===== src/b32dec_pkg.sv =====
// ----------------------------------------------------------------------------
// b32dec_pkg
// shared constants, types and the symbol lookup of the base32 secret decoder
// ----------------------------------------------------------------------------
package b32dec_pkg;

    localparam int SECRET_BYTES = 20;
    localparam int TEXT_BYTES   = 33;

    localparam int CNT_W  = 7;
    localparam int ACC_W  = 12;
    localparam int PEND_W = 4;
    localparam int SYM_W  = 5;

    localparam logic [CNT_W-1:0] TEXT_LAST  = CNT_W'(TEXT_BYTES - 1);
    localparam logic [CNT_W-1:0] SECRET_CNT = CNT_W'(SECRET_BYTES);
    localparam logic [CNT_W-1:0] POS_MAX    = {CNT_W{1'b1}};

    localparam logic [7:0] CHAR_NUL = 8'h00;
    localparam logic [7:0] CHAR_A   = 8'h41;
    localparam logic [7:0] CHAR_Z   = 8'h5a;
    localparam logic [7:0] CHAR_2   = 8'h32;
    localparam logic [7:0] CHAR_7   = 8'h37;

    localparam logic [SYM_W-1:0]  DIGIT_BASE = SYM_W'(26);
    localparam logic [PEND_W-1:0] SYM_BITS   = PEND_W'(5);
    localparam logic [PEND_W-1:0] BYTE_BITS  = PEND_W'(8);

    localparam logic KIND_DATA   = 1'b0;
    localparam logic KIND_STATUS = 1'b1;

    typedef struct packed {
        logic [7:0] text_byte;
        logic       final_slot;
    } item_t;

    typedef struct packed {
        logic       kind;
        logic [7:0] data_byte;
        logic       decode_ok;
        logic       last_result;
    } result_t;

    typedef struct packed {
        logic             bad;
        logic [SYM_W-1:0] value;
    } symbol_t;

    function automatic symbol_t symbol_lookup(input logic [7:0] ch);
        symbol_t s;
        logic [7:0] off_a;
        logic [7:0] off_2;
        off_a   = ch - CHAR_A;
        off_2   = ch - CHAR_2;
        s.bad   = 1'b1;
        s.value = '0;
        if (ch >= CHAR_A && ch <= CHAR_Z)
        begin
            s.bad   = 1'b0;
            s.value = off_a[SYM_W-1:0];
        end
        else if (ch >= CHAR_2 && ch <= CHAR_7)
        begin
            s.bad   = 1'b0;
            s.value = off_2[SYM_W-1:0] + DIGIT_BASE;
        end
        return s;
    endfunction

endpackage


===== src/b32dec_in_stage.sv =====
// ----------------------------------------------------------------------------
// b32dec_in_stage
// input register: holds one text word until the decode stage takes it
// ----------------------------------------------------------------------------
module b32dec_in_stage
(
    input  logic                clk,
    input  logic                rst_n,
    input  logic                in_valid,
    output logic                in_ready,
    input  logic [7:0]          text_byte,
    input  logic                final_slot,
    output logic                item_valid,
    output b32dec_pkg::item_t   item,
    input  logic                item_take
);

    logic              vld_reg;
    logic              vld_next;
    b32dec_pkg::item_t item_reg;

    assign in_ready   = !vld_reg || item_take;
    assign item_valid = vld_reg;
    assign item       = item_reg;

    always_comb
    begin
        vld_next = vld_reg;
        if (in_valid && in_ready)
        begin
            vld_next = 1'b1;
        end
        else if (item_take)
        begin
            vld_next = 1'b0;
        end
    end

    always_ff @(posedge clk or negedge rst_n)
    begin
        if (!rst_n)
        begin
            vld_reg <= 1'b0;
        end
        else
        begin
            vld_reg <= vld_next;
        end
    end

    always_ff @(posedge clk)
    begin
        if (in_valid && in_ready)
        begin
            item_reg.text_byte  <= text_byte;
            item_reg.final_slot <= final_slot;
        end
    end

endmodule


===== src/b32dec_core.sv =====
// ----------------------------------------------------------------------------
// b32dec_core
// decode state, bit packing, final check and the result register
// ----------------------------------------------------------------------------
module b32dec_core
(
    input  logic                clk,
    input  logic                rst_n,
    input  logic                item_valid,
    input  b32dec_pkg::item_t   item,
    output logic                item_take,
    output logic                res_valid,
    output b32dec_pkg::result_t res,
    input  logic                res_ready
);

    logic [b32dec_pkg::ACC_W-1:0]  acc_reg;
    logic [b32dec_pkg::ACC_W-1:0]  acc_next;
    logic [b32dec_pkg::PEND_W-1:0] pend_reg;
    logic [b32dec_pkg::PEND_W-1:0] pend_next;
    logic [b32dec_pkg::CNT_W-1:0]  syms_reg;
    logic [b32dec_pkg::CNT_W-1:0]  syms_next;
    logic [b32dec_pkg::CNT_W-1:0]  bytes_reg;
    logic [b32dec_pkg::CNT_W-1:0]  bytes_next;
    logic [b32dec_pkg::CNT_W-1:0]  pos_reg;
    logic [b32dec_pkg::CNT_W-1:0]  pos_next;
    logic                          stopped_reg;
    logic                          stopped_next;
    logic                          err_reg;
    logic                          err_next;
    logic                          res_vld_reg;
    logic                          res_vld_next;
    b32dec_pkg::result_t           res_reg;
    b32dec_pkg::result_t           res_next;

    b32dec_pkg::symbol_t           sym;
    logic [b32dec_pkg::ACC_W-1:0]  mask;
    logic [b32dec_pkg::ACC_W-1:0]  shifted;
    logic [b32dec_pkg::PEND_W-1:0] pend_add;
    logic                          produce;

    assign item_take = item_valid && (!res_vld_reg || res_ready);
    assign res_valid = res_vld_reg;
    assign res       = res_reg;
    assign sym       = b32dec_pkg::symbol_lookup(item.text_byte);
    assign mask      = (b32dec_pkg::ACC_W'(1) << pend_reg) - b32dec_pkg::ACC_W'(1);
    assign pend_add  = pend_reg + b32dec_pkg::SYM_BITS;

    always_comb
    begin
        acc_next     = acc_reg;
        pend_next    = pend_reg;
        syms_next    = syms_reg;
        bytes_next   = bytes_reg;
        pos_next     = pos_reg;
        stopped_next = stopped_reg;
        err_next     = err_reg;
        produce      = 1'b0;
        res_next     = res_reg;
        shifted      = '0;
        if (item.final_slot)
        begin
            produce              = 1'b1;
            res_next.kind        = b32dec_pkg::KIND_STATUS;
            res_next.data_byte   = '0;
            res_next.last_result = 1'b1;
            res_next.decode_ok   = (item.text_byte == b32dec_pkg::CHAR_NUL) && !err_reg &&
                                   (syms_reg == b32dec_pkg::TEXT_LAST) &&
                                   (bytes_reg == b32dec_pkg::SECRET_CNT) &&
                                   ((acc_reg & mask) == '0);
            acc_next     = '0;
            pend_next    = '0;
            syms_next    = '0;
            bytes_next   = '0;
            pos_next     = '0;
            stopped_next = 1'b0;
            err_next     = 1'b0;
        end
        else
        begin
            if (pos_reg >= b32dec_pkg::TEXT_LAST)
            begin
                err_next = 1'b1;
            end
            if (pos_reg != b32dec_pkg::POS_MAX)
            begin
                pos_next = pos_reg + b32dec_pkg::CNT_W'(1);
            end
            if (!stopped_reg && !err_next)
            begin
                if (item.text_byte == b32dec_pkg::CHAR_NUL)
                begin
                    stopped_next = 1'b1;
                end
                else if (sym.bad)
                begin
                    err_next = 1'b1;
                end
                else
                begin
                    acc_next = {acc_reg[b32dec_pkg::ACC_W-b32dec_pkg::SYM_W-1:0], sym.value};
                    if (pend_add >= b32dec_pkg::BYTE_BITS)
                    begin
                        pend_next = pend_add - b32dec_pkg::BYTE_BITS;
                        if (bytes_reg >= b32dec_pkg::SECRET_CNT)
                        begin
                            err_next = 1'b1;
                        end
                        else
                        begin
                            shifted              = acc_next >> pend_next;
                            produce              = 1'b1;
                            res_next.kind        = b32dec_pkg::KIND_DATA;
                            res_next.data_byte   = shifted[7:0];
                            res_next.decode_ok   = 1'b0;
                            res_next.last_result = 1'b0;
                            bytes_next = bytes_reg + b32dec_pkg::CNT_W'(1);
                            syms_next  = syms_reg + b32dec_pkg::CNT_W'(1);
                        end
                    end
                    else
                    begin
                        pend_next = pend_add;
                        syms_next = syms_reg + b32dec_pkg::CNT_W'(1);
                    end
                end
            end
        end
    end

    always_comb
    begin
        res_vld_next = res_vld_reg && !res_ready;
        if (item_take && produce)
        begin
            res_vld_next = 1'b1;
        end
    end

    always_ff @(posedge clk or negedge rst_n)
    begin
        if (!rst_n)
        begin
            acc_reg     <= '0;
            pend_reg    <= '0;
            syms_reg    <= '0;
            bytes_reg   <= '0;
            pos_reg     <= '0;
            stopped_reg <= 1'b0;
            err_reg     <= 1'b0;
            res_vld_reg <= 1'b0;
        end
        else
        begin
            res_vld_reg <= res_vld_next;
            if (item_take)
            begin
                acc_reg     <= acc_next;
                pend_reg    <= pend_next;
                syms_reg    <= syms_next;
                bytes_reg   <= bytes_next;
                pos_reg     <= pos_next;
                stopped_reg <= stopped_next;
                err_reg     <= err_next;
            end
        end
    end

    always_ff @(posedge clk)
    begin
        if (item_take && produce)
        begin
            res_reg <= res_next;
        end
    end

endmodule


===== src/base32_secret_decoder.sv =====
// ----------------------------------------------------------------------------
// base32_secret_decoder
// unpadded base32 text to secret bytes, with a final validity word
//
//  channel | handshake           | payload
//  --------+---------------------+------------------------------------------
//  in      | in_valid / in_ready | text_byte, final_slot
//  out     | out_valid/out_ready | kind, data_byte, decode_ok, last_result
//
//  one text word per cycle while results are taken; from accept to result a
//  word passes the input register and the result register, decode between them
//  a stalled result holds the decode stage, the input register still fills
//  reset clears all decode state; a final word also returns it to reset
// ----------------------------------------------------------------------------
module base32_secret_decoder
(
    input  logic       clk,
    input  logic       rst_n,
    input  logic       in_valid,
    output logic       in_ready,
    input  logic [7:0] text_byte,
    input  logic       final_slot,
    output logic       out_valid,
    input  logic       out_ready,
    output logic       kind,
    output logic [7:0] data_byte,
    output logic       decode_ok,
    output logic       last_result
);

    logic                item_valid;
    logic                item_take;
    b32dec_pkg::item_t   item;
    b32dec_pkg::result_t res;

    b32dec_in_stage u_in_stage
    (
        .clk        (clk),
        .rst_n      (rst_n),
        .in_valid   (in_valid),
        .in_ready   (in_ready),
        .text_byte  (text_byte),
        .final_slot (final_slot),
        .item_valid (item_valid),
        .item       (item),
        .item_take  (item_take)
    );

    b32dec_core u_core
    (
        .clk        (clk),
        .rst_n      (rst_n),
        .item_valid (item_valid),
        .item       (item),
        .item_take  (item_take),
        .res_valid  (out_valid),
        .res        (res),
        .res_ready  (out_ready)
    );

    assign kind        = res.kind;
    assign data_byte   = res.data_byte;
    assign decode_ok   = res.decode_ok;
    assign last_result = res.last_result;

endmodule


===== config.mk =====
export PLATFORM = sky130hd
export DESIGN_NAME = base32_secret_decoder
export DESIGN_NICKNAME = d
export VERILOG_FILES = /design/src/b32dec_pkg.sv /design/src/b32dec_in_stage.sv /design/src/b32dec_core.sv /design/src/base32_secret_decoder.sv
export SDC_FILE = /design/constraint.sdc
export NUM_CORES = 1
export LEC_CHECK = 0
export BUFFER_PORTS_ARGS = -buffer_cell sky130_fd_sc_hd__buf_2
export CELL_PAD_IN_SITES_DETAIL_PLACEMENT = 2
export CELL_PAD_IN_SITES_GLOBAL_PLACEMENT = 2
export CORE_MARGIN = 1
export CORE_UTILIZATION = 30
export CTS_BUF_LIST = sky130_fd_sc_hd__clkbuf_2
export DETAILED_ROUTE_END_ITERATION = 8
export PLACE_DENSITY = 0.65
export SETUP_SLACK_MARGIN = 0.05
export SLEW_MARGIN = 5
export SYNTH_ARGS = -nofsm -noshare
export SYNTH_HDL_FRONTEND = slang
export SYNTH_SLANG_ARGS = --single-unit

===== constraint.sdc =====
create_clock -name clk -period 3.5 [get_ports clk]
set_clock_uncertainty 0.2 [all_clocks]
set_input_delay 0 -clock clk [delete_from_list [all_inputs] [get_ports clk]]
set_output_delay 0 -clock clk [all_outputs]
set_load 0.05 [all_outputs]

==> metrics.txt, run 1 <==
status finished, final reports clean; cells along the critical path a21oi_2 -> xnor2_1 -> nand2_1 -> nor3_2 -> or2_2; CTS HTree Levels 3; DRC Markers 0; DR vias 3356; pwr/cell area 427 nW/um^2; crit-path max cell delay 0.84 ns; Max IR drop VDD 0.202 mV; area leader, netlist dfrtp_1; IO Port Bufs 25; Post-Route WL 12.0 mm; post-synthesis async set-or-reset flop share 0.683; initial core utilization 0.312; sequential area share after synthesis 0.419; antenna violation net count after detailed routing 0; YS warnings 0; net switching power figure 0.751 mW; Synth cell types 81; worst slew margin relative to its limit 0.300; layout cells sized above 1 0.154; DRT iter0 DRCs 110; total core area 12200 sq um; vias in the first global route 3679; Crit Path Category register to register; Worst Tran Pin Value 1.04 ns; hold crit path type primary input to register; Final period util 0.897; Mapped Cells 395; CP Capture Type register; Critical-path top delay cell xnor2_1; post-route setup slack 0.360 ns; Req. time, crit path 3.55 ns; most common cell in the netlist dfrtp_1; placed inst area 4100 sq um; Fin Setup TNS 0 ns; die height 115 um; Min Hold Slack 0.190 ns; Clock power frac 0.241; Final Cell Area 4490 sq um; Ports 26; Synth top area share 0.269; Setup Viol. Count Final 0; min cycle time layout 3.14 ns; drt first pass iters 4; flip-flop count of the largest register after layout 12; fin. max-slew vios 0; switching part of the total 0.392; dpl ws 0.415 ns; combinational share of power 0.331; syn nets 425; Reg power frac 0.428; Die W 115 um; die area 13200 sq um; fmax 319 MHz; Final Wtd Congestion 0.764; cell-internal power 1.17 mW; clock net sink count 60; RSZ-0062 raised after global routing no; Clock Latency Late Sink 0.56 ns; CTS resizes 0; flop and latch count out of synthesis 60; Final #Nets 473; post-DP HPWL 8.45 mm; Routed WL per cell 19.4 um; Max Cap Viol 0; cts bufs inserted 9; Max clock buf depth 2; Worst Path Max Fanout 16; Synth top cells by count dfrtp_1 (41), nor2_1 (38), nand2_1 (31), a21oi_1 (20), edfxtp_1 (19); mapped cell area 3810 sq um; Hold Violations, Final 0; vias per cell 5.44; nature of the critical path startpoint register; leakage 1.83 nW; CTS root buffer clkbuf_2; TritonCTS clock tree built; worst path arrival time 3.19 ns; Worst-path clk slew 0.19 ns; top cells by area, synth dfrtp_1 (27%), edfxtp_1 (15%), ha_1 (5.6%); gr ovfl total 0; first-pass GRT wire length 19.9 mm; # Post-CTS Setup Buffers 0; Primary FF master, synth dfrtp_1; Total GRT Usage 0.202; EDFF count, synth 19; Avg Inst Size Synth 9.65 sq um; initial antenna violation count 1; area delta synth->final 17.7%; largest net degree at the start of global routing 42; layout filler cell count 1411; FP Rows 40
==> through the flow <==
step,std cells,util,power (mW)
6_report,617,0.367,1.92
3_5_place_dp,575,0.336,1.45
2_1_floorplan,395,-,1.25
5_1_grt,617,0.367,2.04
3_3_place_gp,575,0.336,1.42
4_1_cts,616,0.367,1.94
==> layout make-up <==
cell class                      instances  area (sq um)  share of cell area
Clock buffer                           10          50.0              0.0112
Clock inverter                          6          65.1              0.0145
Sequential cell                        60          1600               0.356
Antenna cell                            1          2.50            0.000558
Timing Repair Buffer                   58           453               0.101
Multi-Input combinational cell        299          2050               0.458
Inverter                               15          56.3              0.0125
Tap cell                              168           210              0.0468
==> repair_timing <==
action | in CTS | in global routing
hold endpoints to repair | 70 | 0
endpoints found under the setup margin | 0 | 0
hold buffers | 25 | 0
==> cell usage in the layout, fill, tap and decap left out, types with 4 or more instances in the layout <==
cell | netlist | layout
a21oi_1 | 20 | 20
a22o_1 | 12 | 12
a31oi_1 | 7 | 7
and2_1 | 4 | 4
and3_1 | 4 | 4
buf_2 | 7 | 25
buf_4 | 1 | 8
clkbuf_2 | 1 | 10
dfrtp_1 | 41 | 41
dlygate4sd3_1 | 0 | 24
edfxtp_1 | 19 | 19
ha_1 | 17 | 17
inv_1 | 14 | 14
mux2i_1 | 11 | 11
nand2_1 | 31 | 31
nand2b_1 | 5 | 5
nand3_1 | 8 | 8
nand4_1 | 6 | 6
nor2_1 | 38 | 38
nor2b_1 | 4 | 4
nor3_1 | 10 | 10
nor4_1 | 9 | 9
o21a_1 | 4 | 4
o21ai_0 | 18 | 18
xnor2_1 | 10 | 10
xor2_1 | 7 | 7
==> logic make-up (layout without fill, tap and decap cells) <==
logic type / count (synthesis) / in the layout / synth area share
AND/OR/NAND/NOR: 143 / 143 / 0.204
other: 0 / 1 / 0
multiplexers: 13 / 13 / 0.0348
flip-flops: 60 / 60 / 0.419
AO/OA/AOI/OAI: 109 / 109 / 0.205
adder cells (fa/ha/maj): 17 / 17 / 0.0558
XOR/XNOR: 17 / 17 / 0.0390
buffers and inverters: 36 / 89 / 0.0430
==> worst max-delay path, delay by kind of cell (launching register included) <==
family                    cells  cell delay, ns
AOI/OAI and AO/OA             1            0.10
xor gates and xnor gates      1            0.84
DFF                           1            0.70
and+or+nand+nor               3            0.98
==> power groups by stage <==
stage / sequential [mW] / clock, mW / combinational, mW
floorplan: 0.841 / 0 / 0.411
global placement: 0.832 / 0 / 0.588
detailed placement: 0.837 / 0 / 0.611
CTS: 0.823 / 0.481 / 0.639
global route: 0.829 / 0.509 / 0.704
finish: 0.821 / 0.462 / 0.634
==> routing by layer <==
metal,vias to the layer above,GRT usage,part of all wire
li1,1572,-,-
met1,1728,0.255,0.46
met2,46,0.349,0.50
met3,10,0.0443,0.028
met4,0,0.0563,0.012
met5,-,0,0
==> worst paths after layout <==
kind                                      from             endpoint  slack (ns)  cells past startpoint
hold / removal                       out_ready     u_core.res_valid        0.19                      4
hold reg to reg            u_core.bytes_reg[5]  u_core.bytes_reg[5]        0.33                      1
setup reg to reg            u_core.pend_reg[2]        u_core.res[9]        0.36                      5
max in group asynchronous                rst_n    u_core.acc_reg[0]        2.59                      4
setup / recovery            u_core.pend_reg[2]        u_core.res[9]        0.36                      5
min in group asynchronous                rst_n   u_core.syms_reg[3]        0.27                      4
No activity file was read; power rests on OpenSTA's default activity.
==> run 2: changes to the inputs <==
- ABC_AREA: unset -> 1
- CTS_CLUSTER_DIAMETER: unset -> 30
- PLACE_DENSITY: 0.65 -> 0.69
- SETUP_SLACK_MARGIN: 0.05 -> 0.3
==> run 2 against run 1 <==
Effect of this change:
- hold slack worse by 0.083 ns
- flip-flop and latch count stayed put
- synthesized cell count is 19% higher
- synthesized area is 2.5% lower
- clock power is 13% higher
- highest routed layer unchanged
- sequential share of layout area is 0.53 points higher
- critical endpoint is now u_core.acc_reg[4]
- routed wire length is 2.8% lower
- die area is 2.5% lower
- non-clock buffer count is 5 lower
- critical path type unchanged
- sequential power is 3.9% higher
- total power is 0.38% higher
- combinational power is 13% lower
==> metrics.txt, run 2 <==
dpl ws 0.597 ns; Critical-path top delay cell nand3_1; Worst Path Max Fanout 15; layout cells sized above 1 0.136; DRC Markers 0; Max Cap Viol 0; post-DP HPWL 8.67 mm; vias in the first global route 3838; YS warnings 0; fin cells 698; most frequent cells in the layout nand2_1 (93), nand3_1 (61), inv_1 (52); first-pass GRT wire length 19.7 mm; Primary FF master, synth dfrtp_1; Max clock buf depth 2; Worst-path clk slew 0.19 ns; Mapped Cells 471; DR vias 3470; Setup Viol. Count Final 0; Clock Latency Late Sink 0.57 ns; nature of the critical path startpoint register; Worst Tran Pin Value 0.694 ns; pwr/cell area 435 nW/um^2; worst path arrival time 3.04 ns; initial antenna violation count 1; Final period util 0.788; RSZ-0062 raised after global routing no; total core area 12100 sq um; Ports 26; most common cell in the netlist nand2_1; mapped cell area 3720 sq um; flip-flop count of the largest register after layout 12; antenna violation net count after detailed routing 0; Max IR drop VDD 0.343 mV; area leader, netlist dfrtp_1; Synth top cells by count nand2_1 (93), nand3_1 (61), inv_1 (52), dfrtp_1 (41), nor2_1 (39); Final #Nets 554; leakage 1.98 nW; DRT iter0 DRCs 117; crit-path max cell delay 0.50 ns; clock net sink count 60; CTS HTree Levels 3; cells along the critical path inv_1 -> ha_1 -> inv_1 -> o21ai_1 -> nand2_2 -> nand2_2 -> nand3_1 -> a21oi_1 -> o21bai_1; cts bufs inserted 9; flop and latch count out of synthesis 60; Total GRT Usage 0.203; CTS root buffer clkbuf_2; IO Port Bufs 25; Die W 113 um; fin. max-slew vios 0; # Post-CTS Setup Buffers 0; Final Wtd Congestion 0.845; die area 12800 sq um; status finished, final reports clean; TritonCTS clock tree built; EDFF count, synth 19; top cells by area, synth dfrtp_1 (28%), edfxtp_1 (15%), nand2_1 (9.4%); drt first pass iters 4; FP Rows 40; vias per cell 4.97; Crit Path Category register to register; sequential area share after synthesis 0.429; Avg Inst Size Synth 7.90 sq um; post-route setup slack 0.744 ns; post-synthesis async set-or-reset flop share 0.683; min cycle time layout 2.76 ns; CP Capture Type register; Synth cell types 39; Synth top area share 0.276; Fin Setup TNS 0 ns; fmax 363 MHz; die height 113 um; area delta synth->final 19.0%; Hold Violations, Final 0; layout filler cell count 1408; most common cell after layout, fill and taps aside nand2_1; Routed WL per cell 16.7 um; initial core utilization 0.308; largest net degree at the start of global routing 42; gr ovfl total 0; placed cell count 655; worst slew margin relative to its limit 0.536; syn nets 501; Post-Route WL 11.6 mm; hold crit path type primary input to register; Req. time, crit path 3.78 ns
## run 2: cell count changes in the layout (fill, tap and decap cells not counted), sizes merged, moves of 12 or more
cell   before  now
nand2      32   99
nand3       8   63
inv        15   59
o21ai      21   43
a22o       12    0
## run 2: worst paths after layout
check	from	end	cells after the start	slack, ns
max in group asynchronous	rst_n	u_core.acc_reg[1]	4	2.59
max	u_in_stage.item[1]	u_core.acc_reg[4]	9	0.74
min	out_ready	u_core.res_valid	5	0.11
min in group asynchronous	rst_n	u_core.pend_reg[0]	4	0.26
min reg2reg	u_core.pos_reg[4]	u_core.pos_reg[4]	1	0.31
max reg2reg	u_in_stage.item[1]	u_core.acc_reg[4]	9	0.74
## run 2: timing repair
item | CTS | global route
endpoints found under the hold margin | 69 | 0
endpoints found under the setup margin | 0 | 1
hold buffers | 26 | 0
gates resized for setup | 0 | 1
## run 2: layer usage
metal	global-route usage	part of all wire	wire length, um	vias to the layer above
met2	0.357	0.51	5890	50
met1	0.245	0.45	5240	1718
met3	0.0434	0.024	279	18
met5	0	0	0	-
met4	0.0702	0.020	234	0
li1	-	-	-	1684
## run 2: metrics by stage
step           cell area [sq um]  hold slack, ns  utilization  power [mW]
6_report                    4420           0.107        0.367        1.92
5_1_grt                     4420           0.109        0.367        2.05
4_1_cts                     4420          0.0151        0.366        1.95
3_5_place_dp                4010         -0.0213        0.333        1.38
3_3_place_gp                4010         -0.0238        0.333        1.36
2_1_floorplan               3720          -0.496            -        1.23
## run 2: worst max-delay path: cells and delay by family (launching register included)
family          cells  cell delay (ns)
simple gates        3             0.76
buf+inv             2             0.26
flops               1             0.45
fa+ha+maj           1             0.19
compound gates      3             0.83
## run 2: cells by family after synthesis
group | after synthesis | synth area share
AOI/OAI and AO/OA | 81 | 0.121
xor gates and xnor gates | 8 | 0.0209
adders and majority gates | 17 | 0.0572
buffers and inverters | 71 | 0.0767
DFF | 60 | 0.429
and+or+nand+nor | 234 | 0.295
## run 2: power by group
| group | internal, mW | switching [mW] |
|---|---|---|
| logic | 0.162 | 0.387 |
| registers | 0.791 | 0.0620 |
| clock network | 0.239 | 0.283 |
## run 2: layout make-up
type / count / area, sq um / share of cell area
antenna: 1 / 2.50 / 0.000566
inverter: 60 / 228 / 0.0515
tap: 168 / 210 / 0.0475
clock buffer: 11 / 55.1 / 0.0124
timing repair buffer: 53 / 418 / 0.0945
sequential: 60 / 1600 / 0.361
multi-input combinational: 340 / 1840 / 0.415
clock inverter: 5 / 76.3 / 0.0173
==> run 3: changes to the inputs <==
- ABC_AREA: 1 -> 0
- PLACE_DENSITY: 0.69 -> 0.67
- clock period: 3.5 -> 2.45 ns (I/O delays scaled with it)
==> run 3 against run 2 <==
Effect of this change:
- the flow now finishes with violations (setup timing)
- register-to-register slack worse by 0.99 ns
- largest cell class unchanged
- largest power group is now combinational logic
- first-iteration DRC count is 60% higher
- total power is 68% higher
- highest routed layer unchanged
- sequential share of layout area is 8.1 points lower
- combinational power grew to 2.8 times the previous value
==> metrics.txt, run 3 (same netlist as run 1, synthesis figures left out) <==
Post-Route WL 17.1 mm; CP Capture Type register; status finished, violations left; layout cells sized above 1 0.435; dpl ws -0.142 ns; Worst Path Max Fanout 5; Max Cap Viol 0; min cycle time layout 2.69 ns; placed cell count 617; fin. max-slew vios 0; die height 115 um; gr ovfl total 0; TritonCTS clock tree built; initial antenna violation count 2; worst reg2reg endpoint u_core.acc_reg[2]; DR vias 3842; Clock Latency Late Sink 0.50 ns; Req. time, crit path 2.65 ns; worst hold path startpoint u_core.bytes_reg[5]; initial core utilization 0.312; vias per cell 5.50; drt first pass iters 4; IO Port Bufs 25; cts bufs inserted 9; post-layout util 0.469; Hold Violations, Final 0; worst path arrival time 2.89 ns; area delta synth->final 50.2%; total core area 12200 sq um; Worst Reg-to-Reg Cells 10; most frequent cells in the layout buf_4 (74), dfrtp_1 (36), nor2_1 (35); flip-flop count of the largest register after layout 12; failing checks setup timing; post-DP HPWL 9.37 mm; pwr/cell area 563 nW/um^2; leakage 2.39 nW; Routed WL per cell 24.5 um; antenna violation net count after detailed routing 0; first-pass GRT wire length 23.9 mm; Die W 115 um; Ports 26; Worst Tran Pin Value 0.832 ns; Final #Nets 554; CTS HTree Levels 3; RSZ-0062 raised after global routing yes; Crit Reg-Reg Startpoint u_in_stage.item[2]; die area 13200 sq um; DRC Markers 0; nature of the critical path startpoint register; vias in the first global route 4227; DRT iter0 DRCs 187; Max IR drop VDD 0.365 mV; Worst-path clk slew 0.21 ns; Final Wtd Congestion 0.740; post-route setup slack -0.245 ns; FP Rows 40; Final period util 1.10; hold crit path type register to register; Crit Path Category register to register; hold endpoint u_core.bytes_reg[5]; Hold Path Stages 1; worst slew margin relative to its limit 0.443; largest net degree at the start of global routing 21; fmax 371 MHz; Total Power 3.22 mW; Total GRT Usage 0.243; Setup Viol. Count Final 43; most common cell after layout, fill and taps aside buf_4; Max clock buf depth 2; R2R setup slack -0.24 ns; Fin Setup TNS -5.32 ns; clock net sink count 60; CTS root buffer clkbuf_2; fin cells 699
run 3: worst max-delay path: stages (launching register included):
cell	delay (ns)
edfxtp_1	0.48
inv_2	0.10
ha_4	0.19
nor4_4	0.40
nand2_2	0.16
buf_6	0.15
a21oi_4	0.24
buf_4	0.19
nor3_4	0.07
o21ai_1	0.16
a21bo_1	0.25
run 3: area by class of cell:
type,instances,area (sq um)
Fill cell,1269,6480
Multi-Input combinational cell,300,2640
Sequential cell,60,1600
Timing Repair Buffer,138,1140
Tap cell,168,210
Inverter,15,61.3
Clock buffer,12,60.1
Clock inverter,4,17.5
Antenna cell,2,5.00
run 3: report_power, final:
group / internal, mW / leakage [nW] / total (mW) / switching [mW]
Sequential: 1.10 / 0.737 / 1.17 / 0.0693
Combinational: 0.664 / 1.60 / 1.52 / 0.860
Clock: 0.137 / 0.0608 / 0.530 / 0.393
run 3: what timing repair did:
item / 4_1_cts / 5_1_grt
cloned: 2 / 0
resized for setup: 75 / 25
buffers inserted: 22 / 16
endpoints found under the setup margin: 51 / 53
hold buffers: 24 / 0
hold endpoints to repair: 65 / 0
pin swaps: 25 / 24
run 3: worst max path at each step:
| stage | from | to | depth (start not counted) |
|---|---|---|---|
| detailed placement | u_core.pend_reg[1] | u_core.res[1] | 8 |
| floorplan | u_core.pend_reg[0] | u_core.res[1] | 12 |
| global route | u_in_stage.item[2] | u_core.pend_reg[0] | 11 |
| finish | u_in_stage.item[2] | u_core.acc_reg[2] | 10 |
| CTS | u_core.pend_reg[0] | u_core.res[1] | 10 |
| global placement | u_core.pend_reg[1] | u_core.res[1] | 8 |
run 3: metal layers:
metal	GRT usage	up-vias	wire [um]	part of all wire
li1	-	1733	-	-
met1	0.288	1984	6740	0.39
met2	0.448	85	9250	0.54
met3	0.0348	40	558	0.033
met4	0.0823	0	588	0.034
met5	0	-	0	0
run 3: stage by stage:
stage	hold WS, ns	area [sq um]
3_5_place_dp	-0.228	4590
2_1_floorplan	-0.496	3990
4_1_cts	0.103	5480
5_1_grt	0.335	5720
6_report	0.322	5730
3_3_place_gp	-0.236	4590
